`config.mk`:
```
export PLATFORM = sky130hd
export DESIGN_NAME = lru_block_cache_controller
export DESIGN_NICKNAME = d
export VERILOG_FILES = /design/src/sv/lbc_pkg.sv /design/src/sv/lbc_ram.sv /design/src/sv/lru_block_cache_controller.sv
export SDC_FILE = /design/constraint.sdc
export NUM_CORES = 2
export LEC_CHECK = 0
export BUFFER_PORTS_ARGS = -buffer_cell sky130_fd_sc_hd__buf_2
export CELL_PAD_IN_SITES_DETAIL_PLACEMENT = 1
export CELL_PAD_IN_SITES_GLOBAL_PLACEMENT = 2
export CORE_MARGIN = 8
export CORE_UTILIZATION = 25
export DETAILED_ROUTE_END_ITERATION = 12
export GPL_TIMING_DRIVEN = 0
export HOLD_SLACK_MARGIN = 0.15
export PLACE_DENSITY_LB_ADDON = 0.1
export SLEW_MARGIN = 20
export SYNTH_ARGS = -nofsm -noshare
export SYNTH_HDL_FRONTEND = slang
export SYNTH_SLANG_ARGS = --single-unit
```
`constraint.sdc`:
```
create_clock -name clk -period 6.7 [get_ports clk]
set_input_delay 1.34 -clock clk [delete_from_list [all_inputs] [get_ports clk]]
set_output_delay 1.34 -clock clk [all_outputs]
set_load 0.01 [all_outputs]
```
`src/sv/lbc_pkg.sv`:
```
// Package for the block cache controller: request/result structs, codes, sizes.
// No dependencies; lru_block_cache_controller imports it.
package lbc_pkg;
	localparam int NumSlots = 16;
	localparam int SlotBits = 4;
	localparam int SectorBits = 32;
	localparam int LeaseBits = 8;
	localparam int AgeBits = 4;
	localparam logic [LeaseBits-1:0] LeaseMax = 8'hFF;
	localparam logic [AgeBits-1:0] AgeMax = 4'hF;

	localparam logic [2:0] FuncRead = 3'd0;
	localparam logic [2:0] FuncWrite = 3'd1;
	localparam logic [2:0] FuncReturn = 3'd2;
	localparam logic [2:0] FuncFlush = 3'd3;
	localparam logic [2:0] FuncFlushAll = 3'd4;

	localparam logic [1:0] StOk = 2'd0;
	localparam logic [1:0] StBusy = 2'd1;
	localparam logic [1:0] StUnleased = 2'd2;
	localparam logic [1:0] StSaturated = 2'd3;

	// list work chosen at the decide step
	localparam logic [1:0] PhNone = 2'd0;   // no list change
	localparam logic [1:0] PhGrant = 2'd1;  // take a slot for a miss
	localparam logic [1:0] PhInsert = 2'd2; // returned slot becomes most recent
	localparam logic [1:0] PhPin = 2'd3;    // hit slot leaves the list

	typedef struct packed {
		logic [2:0] func;
		logic [31:0] sector;
		logic [3:0] slot;
	} req_t;

	typedef struct packed {
		logic [1:0] status;
		logic [3:0] slot_out;
		logic hit;
		logic fetch_needed;
		logic writeback_valid;
		logic [31:0] writeback_sector;
		logic last;
	} rsp_t;

	typedef enum logic [3:0] {
		S_IDLE, S_SCAN, S_DECIDE, S_REMOVE, S_INSERT, S_FLUSH, S_FLUSH_RD,
		S_OUT, S_WAIT
	} state_t;
endpackage

```
`src/sv/lbc_ram.sv`:
```
// Generic single-port RAM, registered read.
// No dependencies.
module lbc_ram #(
	parameter int Width = 32,
	parameter int Depth = 16
) (
	input logic clk,
	input logic we,
	input logic [$clog2(Depth)-1:0] addr,
	input logic [Width-1:0] wdata,
	output logic [Width-1:0] rdata
);
	logic [Width-1:0] mem [Depth];

	// read-first port, read registered
	always_ff @(posedge clk) begin
		if (we) begin
			mem[addr] <= wdata;
		end
		rdata <= mem[addr];
	end
endmodule

```
`src/sv/lru_block_cache_controller.sv`:
```
// Sector cache tag/LRU controller with 16 slots. A request is taken, then the
// sequencer walks the slot table one slot per cycle with a single compare unit.
// Every read or write runs a search, a decide step, a list removal pass and an
// insert pass before its result is offered; the next request is taken only
// after that result is. Return and flush slot skip the search. A flush-all
// steps past each clean slot and reads out each dirty slot, emitting one result
// per dirty slot (a single cleared result if none is dirty) and waiting for each
// to be taken. Output stalls hold the controller until the result is taken. Not
// ready while busy. Depends on lbc_pkg and lbc_ram.
module lru_block_cache_controller
	import lbc_pkg::*;
(
	input logic clk,
	input logic arst_n,
	input logic in_valid,
	output logic in_ready,
	input req_t in_data,
	output logic out_valid,
	input logic out_ready,
	output rsp_t out_data
);
	state_t state_q, state_d;
	req_t req_q;
	logic [SlotBits:0] idx_q;
	logic [SlotBits-1:0] tgt_q, hit_slot_q, free_slot_q, best_q;
	logic found_q, free_q, best_ok_q, wb_q;
	logic [1:0] phase_q; // list work for the remove and insert passes
	rsp_t rsp_q;

	logic [NumSlots-1:0] valid_q, dirty_q, listed_q;
	logic [LeaseBits-1:0] lease_q [NumSlots];
	logic [AgeBits-1:0] age_q [NumSlots];

	logic ram_we;
	logic [SlotBits-1:0] ram_addr;
	logic [SectorBits-1:0] ram_rdata;
	logic [SlotBits-1:0] i;
	logic scan_done;

	assign i = idx_q[SlotBits-1:0];
	assign scan_done = idx_q[SlotBits];

	lbc_ram #(.Width(SectorBits), .Depth(NumSlots)) u_tags (
		.clk(clk), .we(ram_we), .addr(ram_addr), .wdata(req_q.sector), .rdata(ram_rdata)
	);

	assign in_ready = (state_q == S_IDLE);
	assign out_valid = (state_q == S_OUT);
	assign out_data = rsp_q;

	// tag RAM: read slot i during scan, hold the target slot while its tag is needed, write it on a grant
	always_comb begin
		ram_we = 1'b0;
		ram_addr = i;
		unique case (state_q)
			S_DECIDE: ram_addr = best_q;
			S_REMOVE: ram_addr = tgt_q;
			S_FLUSH_RD: ram_addr = tgt_q;
			S_INSERT: begin
				ram_addr = tgt_q;
				ram_we = (phase_q == PhGrant) && scan_done;
			end
			default: ram_addr = i;
		endcase
	end

	// next state
	always_comb begin
		state_d = state_q;
		unique case (state_q)
			S_IDLE: if (in_valid) begin
				priority if (in_data.func == FuncRead || in_data.func == FuncWrite)
					state_d = S_SCAN;
				else if (in_data.func == FuncReturn || in_data.func == FuncFlush)
					state_d = S_DECIDE;
				else if (in_data.func == FuncFlushAll) state_d = S_FLUSH;
				else state_d = S_IDLE;
			end
			S_SCAN: if (scan_done) state_d = S_DECIDE;
			S_DECIDE: state_d = S_REMOVE;
			S_REMOVE: if (scan_done) state_d = S_INSERT;
			S_INSERT: if (scan_done) state_d = S_OUT;
			S_FLUSH: if (scan_done) state_d = S_OUT;
				else if (valid_q[i] && dirty_q[i]) state_d = S_FLUSH_RD;
			S_FLUSH_RD: state_d = S_WAIT;
			S_WAIT: state_d = S_OUT;
			S_OUT: if (out_ready) state_d = rsp_q.last ? S_IDLE : S_FLUSH;
			default: state_d = S_IDLE;
		endcase
	end

	always_ff @(posedge clk or negedge arst_n) begin
		if (!arst_n) state_q <= S_IDLE;
		else state_q <= state_d;
	end

	// datapath: one slot examined per cycle in the scan and list passes
	always_ff @(posedge clk or negedge arst_n) begin
		if (!arst_n) begin
			valid_q <= '0;
			dirty_q <= '0;
			listed_q <= '0;
			for (int k = 0; k < NumSlots; k++) begin
				lease_q[k] <= '0;
				age_q[k] <= '0;
			end
			idx_q <= '0;
			found_q <= 1'b0;
			free_q <= 1'b0;
			best_ok_q <= 1'b0;
			wb_q <= 1'b0;
			phase_q <= PhNone;
			req_q <= '0;
			tgt_q <= '0;
			hit_slot_q <= '0;
			free_slot_q <= '0;
			best_q <= '0;
			rsp_q <= '0;
		end else begin
			unique case (state_q)
				S_IDLE: if (in_valid) begin
					req_q <= in_data;
					idx_q <= '0;
					found_q <= 1'b0;
					free_q <= 1'b0;
					best_ok_q <= 1'b0;
					wb_q <= 1'b0;
					tgt_q <= in_data.slot;
					rsp_q <= '0;
				end
				S_SCAN: if (!scan_done) begin
					// ram data for slot i-1 arrives this cycle
					if (idx_q != '0 && !found_q && valid_q[i-1'b1]
							&& ram_rdata == req_q.sector) begin
						found_q <= 1'b1;
						hit_slot_q <= i - 1'b1;
					end
					if (!free_q && !valid_q[i]) begin
						free_q <= 1'b1;
						free_slot_q <= i;
					end
					if (listed_q[i] && (!best_ok_q || age_q[i] > age_q[best_q])) begin
						best_ok_q <= 1'b1;
						best_q <= i;
					end
					idx_q <= idx_q + 1'b1;
				end else if (!found_q && valid_q[NumSlots-1]
						&& ram_rdata == req_q.sector) begin
					found_q <= 1'b1;
					hit_slot_q <= SlotBits'(NumSlots - 1);
				end
				S_DECIDE: begin
					idx_q <= '0;
					rsp_q.last <= 1'b1;
					priority if (req_q.func == FuncReturn) begin
						rsp_q.slot_out <= req_q.slot;
						if (lease_q[req_q.slot] == '0) begin
							rsp_q.status <= StUnleased;
							phase_q <= PhNone;
						end else begin
							lease_q[req_q.slot] <= lease_q[req_q.slot] - 1'b1;
							phase_q <= (lease_q[req_q.slot] == LeaseBits'(1)) ? PhInsert : PhNone;
						end
					end else if (req_q.func == FuncFlush) begin
						rsp_q.slot_out <= req_q.slot;
						phase_q <= PhNone;
						if (valid_q[req_q.slot] && dirty_q[req_q.slot]) begin
							dirty_q[req_q.slot] <= 1'b0;
							wb_q <= 1'b1;
						end
					end else if (found_q) begin
						tgt_q <= hit_slot_q;
						rsp_q.slot_out <= hit_slot_q;
						rsp_q.hit <= 1'b1;
						if (lease_q[hit_slot_q] == LeaseMax) begin
							rsp_q.status <= StSaturated;
							phase_q <= PhNone;
						end else begin
							lease_q[hit_slot_q] <= lease_q[hit_slot_q] + 1'b1;
							if (req_q.func == FuncWrite) dirty_q[hit_slot_q] <= 1'b1;
							phase_q <= PhPin;
						end
					end else if (free_q) begin
						tgt_q <= free_slot_q;
						rsp_q.slot_out <= free_slot_q;
						rsp_q.fetch_needed <= 1'b1;
						phase_q <= PhGrant;
					end else if (best_ok_q) begin
						tgt_q <= best_q;
						rsp_q.slot_out <= best_q;
						rsp_q.fetch_needed <= 1'b1;
						rsp_q.writeback_valid <= dirty_q[best_q];
						wb_q <= dirty_q[best_q];
						phase_q <= PhGrant;
					end else begin
						rsp_q.status <= StBusy;
						rsp_q.slot_out <= '0;
						phase_q <= PhNone;
					end
				end
				S_REMOVE: begin
					// take tgt off the list for a hit or a grant, one slot a cycle
					if (!scan_done) begin
						if ((phase_q == PhPin || phase_q == PhGrant) && listed_q[tgt_q]
								&& i != tgt_q && listed_q[i] && age_q[i] > age_q[tgt_q]) begin
							age_q[i] <= age_q[i] - 1'b1;
						end
						idx_q <= idx_q + 1'b1;
					end else begin
						if (phase_q == PhPin || phase_q == PhGrant) begin
							listed_q[tgt_q] <= 1'b0;
							age_q[tgt_q] <= '0;
						end
						// victim tag, read while the address held tgt
						if (wb_q && req_q.func != FuncFlush) rsp_q.writeback_sector <= ram_rdata;
						idx_q <= '0;
					end
				end
				S_INSERT: begin
					if (!scan_done) begin
						if (phase_q == PhInsert && listed_q[i] && age_q[i] < AgeMax)
							age_q[i] <= age_q[i] + 1'b1;
						idx_q <= idx_q + 1'b1;
					end else begin
						if (phase_q == PhInsert) begin
							listed_q[tgt_q] <= 1'b1;
							age_q[tgt_q] <= '0;
						end
						if (phase_q == PhGrant) begin
							valid_q[tgt_q] <= 1'b1;
							lease_q[tgt_q] <= 8'd1;
							dirty_q[tgt_q] <= (req_q.func == FuncWrite);
						end
						if (req_q.func == FuncFlush && wb_q) begin
							rsp_q.writeback_valid <= 1'b1;
							rsp_q.writeback_sector <= ram_rdata;
						end
					end
				end
				S_FLUSH: if (!scan_done) begin
					if (valid_q[i] && dirty_q[i]) begin
						tgt_q <= i;
						dirty_q[i] <= 1'b0;
						wb_q <= 1'b1;
					end else begin
						idx_q <= idx_q + 1'b1;
					end
				end else if (!wb_q) begin
					// nothing dirty: the cleared result closes the request
					rsp_q.last <= 1'b1;
				end
				S_FLUSH_RD: idx_q <= idx_q + 1'b1;
				S_WAIT: begin
					rsp_q.slot_out <= tgt_q;
					rsp_q.writeback_valid <= 1'b1;
					rsp_q.writeback_sector <= ram_rdata;
					rsp_q.last <= (idx_q == 5'(NumSlots)) || !(|(valid_q & dirty_q));
				end
				S_OUT: if (out_ready && !rsp_q.last) wb_q <= 1'b1;
				default: ;
			endcase
		end
	end

	// a granted request always lands on a valid slot
	a_grant_valid: assert property (@(posedge clk) disable iff (!arst_n)
		(out_valid && rsp_q.fetch_needed) |-> valid_q[rsp_q.slot_out])
		else $error("granted slot not valid");
	// a pinned slot is never on the list
	a_hit_unlisted: assert property (@(posedge clk) disable iff (!arst_n)
		(out_valid && rsp_q.hit && rsp_q.status == StOk) |-> !listed_q[rsp_q.slot_out])
		else $error("hit slot still listed");
	// input is held off while a result waits
	a_no_accept: assert property (@(posedge clk) disable iff (!arst_n)
		out_valid |-> !in_ready) else $error("ready while output pending");
endmodule
```
==> flow_metrics.tcl <==
set metrics [dict create \
    status "complete, no violations" \
    summed_instance_area_of_the_synthesized_netlist_sq_um 44000 \
    critPathArrivalTime_ns 7.04 \
    dp.final_hpwl_microns 136000 \
    io_pins 87 \
    holdCritPathClass "reg -> reg" \
    hold_buf_cts 0 \
    yosys_register_bits 896 \
    reg2reg_from "req_q[1]" \
    cp-startpoint "req_q[1]" \
    syn_nets 3448 \
    hold_start "u_tags.rdata[4]" \
    syn_avg_cell_area_sq_um 13.0 \
    final_min_period_over_clock_period_pct 95.9 \
    synth.distinct_cells 73 \
    area_delta_synth_final_pct 19.2 \
    synth_warnings 0 \
    chipHeight_microns 435 \
    clock_root_buffer "clkbuf_16" \
    drive_above_1_share_pct 17.9 \
    number_of_search_and_repair_iterations_in_the_first_detailed_routing_pass 5 \
    timing.critical_path.from_type "register" \
    grt_pass1_wl_microns 258000 \
    die_area_sq_um 190000 \
    timing.clock.skew_ns 0.0335 \
    antenna_left 0 \
    cts-htree-levels 3 \
    drv_cap 0 \
    part_of_the_yosys_area_used_for_sequential_elements_pct 56.4 \
    finalWirelength_microns 180000 \
    global_route.usage.total_pct 18.6 \
    syn_inst 3384 \
    clockBufferDepth 3 \
    rr_endpoint "lease_q[95]" \
    synth_largest_type_area_fraction_pct 35.0 \
    post-cts-setup-buffers 0 \
    report.final.setup_viol 0 \
    postSynth.asyncResetShare_pct 39.3 \
    reg2regPathDepth 17 \
    clk_latency_ns 0.75 \
    timing.critical_path.required_ns 7.31 \
    via_count_of_the_first_global_routing_pass 32670 \
    grt_max_degree 76 \
    start_util_pct 25.1 \
    core-area_sq_um 176000 \
    ys.flop_type "edfxtp_1" \
    port_buffers 86 \
    tritoncts_buffer_count 111 \
    vdd_ir_drop_max_uv 205 \
    timing.final.crit_period_ns 6.43 \
    worstSetupEndpointType "register" \
    setup_slack_ns 0.273 \
    report.final.slew_viol_count 0 \
    viasPerCell 5.03 \
    detailedPlace.worstSlack_ns -0.113 \
    crit_type "reg -> reg" \
    dr_total_vias 30844 \
    tritoncts "yes" \
    synth_top_cell_by_area "edfxtp_1" \
    grt.overflow.total 0 \
    gp_congestion 0.817 \
    drt_iter0_drc 2006 \
    grt_setup_unrepaired "no" \
    clk_transition_reported_paths_ns 0.06 \
    p_leak_nw 20.6 \
    power_density_nw_per_um2 434 \
    tightestPinTransition_ns 1.19 \
    worst_hold_path.num_cells 2 \
    cts_sinks 896 \
    remaining_drc_errors 0 \
    crit_fanout 10 \
    grt_antenna_before_repair 1 \
    routed_length_per_instance_microns 29.4 \
    netlist_top_cells_area "edfxtp_1, dfrtp_1, mux2i_1, mux4_2, nand2_1" \
    final_hold_viol_count 0 \
    post-route-util_pct 29.9 \
    achievable-frequency_mhz 156 \
    fp-row-count 154 \
    r2r_slack_ns 0.27 \
    layout.nets 3760 \
    die_width_microns 435 \
    worst_hold_path.endpoint "out_data[5]" \
    synth_edf_count 512 \
    slew_headroom_pct 20.5 \
]
[kinds of logic after synthesis]
group	synth area share [%]
flip-flops	56.4
AND/OR/NAND/NOR	8.08
AO/OA/AOI/OAI	10.8
multiplexers	20.3
buffers and inverters	2.72
XOR/XNOR	1.06
adder cells (fa/ha/maj)	0.597
[cell usage after synthesis (all sizes together) (4+ instances only)]
master / count
a211oi: 12
a21o: 14
a21oi: 72
a221oi: 7
a22o: 144
a22oi: 40
a311oi: 5
a31oi: 20
a32oi: 4
and2: 28
and3: 10
buf: 91
clkbuf: 155
dfrtp: 352
dfxtp: 32
edfxtp: 512
ha: 21
inv: 32
mux2: 18
mux2i: 513
mux4: 156
nand2: 383
nand2b: 22
nand3: 73
nand3b: 5
nand4: 8
nor2: 103
nor2b: 18
nor3: 49
nor4: 27
o211ai: 12
o21ai: 156
o221ai: 8
o22a: 9
o22ai: 120
o2bb2ai: 10
o31ai: 41
or2: 9
or4: 11
xnor2: 18
xor2: 35
[cells in the final DEF (no fill, tap or decap), drive strengths merged, types with 49 or more instances in the layout]
cell    instances
mux2i         513
edfxtp        512
nand2         383
dfrtp         352
clkbuf        305
buf           288
o21ai         156
mux4          156
a22o          144
o22ai         120
nor2          103
nand3          73
a21oi          72
nor3           49
[report_power, final]
part,internal [mW],switching (mW),total [mW]
Clock,3.84,2.61,6.45
Combinational,2.86,5.89,8.75
Sequential,6.74,0.816,7.55
Total,13.4,9.31,22.7
[worst max path at each step]
stage	endpoint	slack (ns)
final	lease_q[95]	0.27
after global placement	u_tags.mem[9][14]	-5.43
after CTS	age_q[54]	0.18
after global routing	lease_q[1]	0.03
after floorplan	u_tags.mem[8][0]	0.80
after detailed placement	age_q[54]	-0.11
[final cells by class]
class                   count  area [sq um]
inverters                  33           124
diodes                      2          5.00
repair buffers            199          1380
clock inverters            58           728
well taps                2340          2930
clock buffers             150          3220
plain buffers             246          1100
fillers                 18817        123000
flip-flops and latches    896         24800
multi-input cells        2209         18100
[metal layers]
metal	routed length [microns]	vias up	GRT usage, %
li1	-	13716	-
met1	80400	16370	24.7
met2	90200	557	32.4
met3	6160	201	2.58
met4	3680	0	3.89
met5	0	-	0
[critical path, cell delays in order (launching register included)]
cell and delay [ns]:
dfrtp_1 0.33, buf_2 0.47, buf_2 0.50, buf_2 0.44, mux4_2 0.35, a22oi_1 0.09, nand2_1 0.14, clkdlybuf4s15_1 0.63
clkbuf_1 0.62, inv_1 0.17, ha_1 0.23, inv_1 0.08, nor3b_1 0.07, and3_1 0.21, buf_6 0.18, nor4_4 0.80
o21ai_1 0.56, a22o_1 0.38
[state kept, by name, summed over array words and instances, names as in the netlist, named ones only]
register,count
best_ok_q,1
best_q,4
dirty_q,16
free_slot_q,4
phase_q,2
tgt_q,4
req_q,39
out_data,42
u_tags.mem,512
wb_q,1
age_q,48
free_q,1
lease_q,128
valid_q,16
idx_q,5
u_tags.rdata,32
found_q,1
hit_slot_q,4
state_q,4
[what timing repair did]
item | CTS | global route
cloned | 0 | 0
endpoints found under the setup margin | 17 | 33
resized for setup | 4 | 3
[through the flow]
stage                     cell area, sq um  hold slack, ns  setup TNS [ns]  total power [mW]  instances
after floorplan                      44000           0.440               0              12.6       3384
after global placement               47300           0.450        -3606.27              16.5       5810
after detailed placement             48400           0.454          -0.749              16.6       5921
after CTS                            52400           0.434               0              23.2       6129
after global routing                 52400           0.463               0              23.9       6131
final                                52400           0.444               0              22.7       6133
No activity file was read; power rests on OpenSTA's default activity.
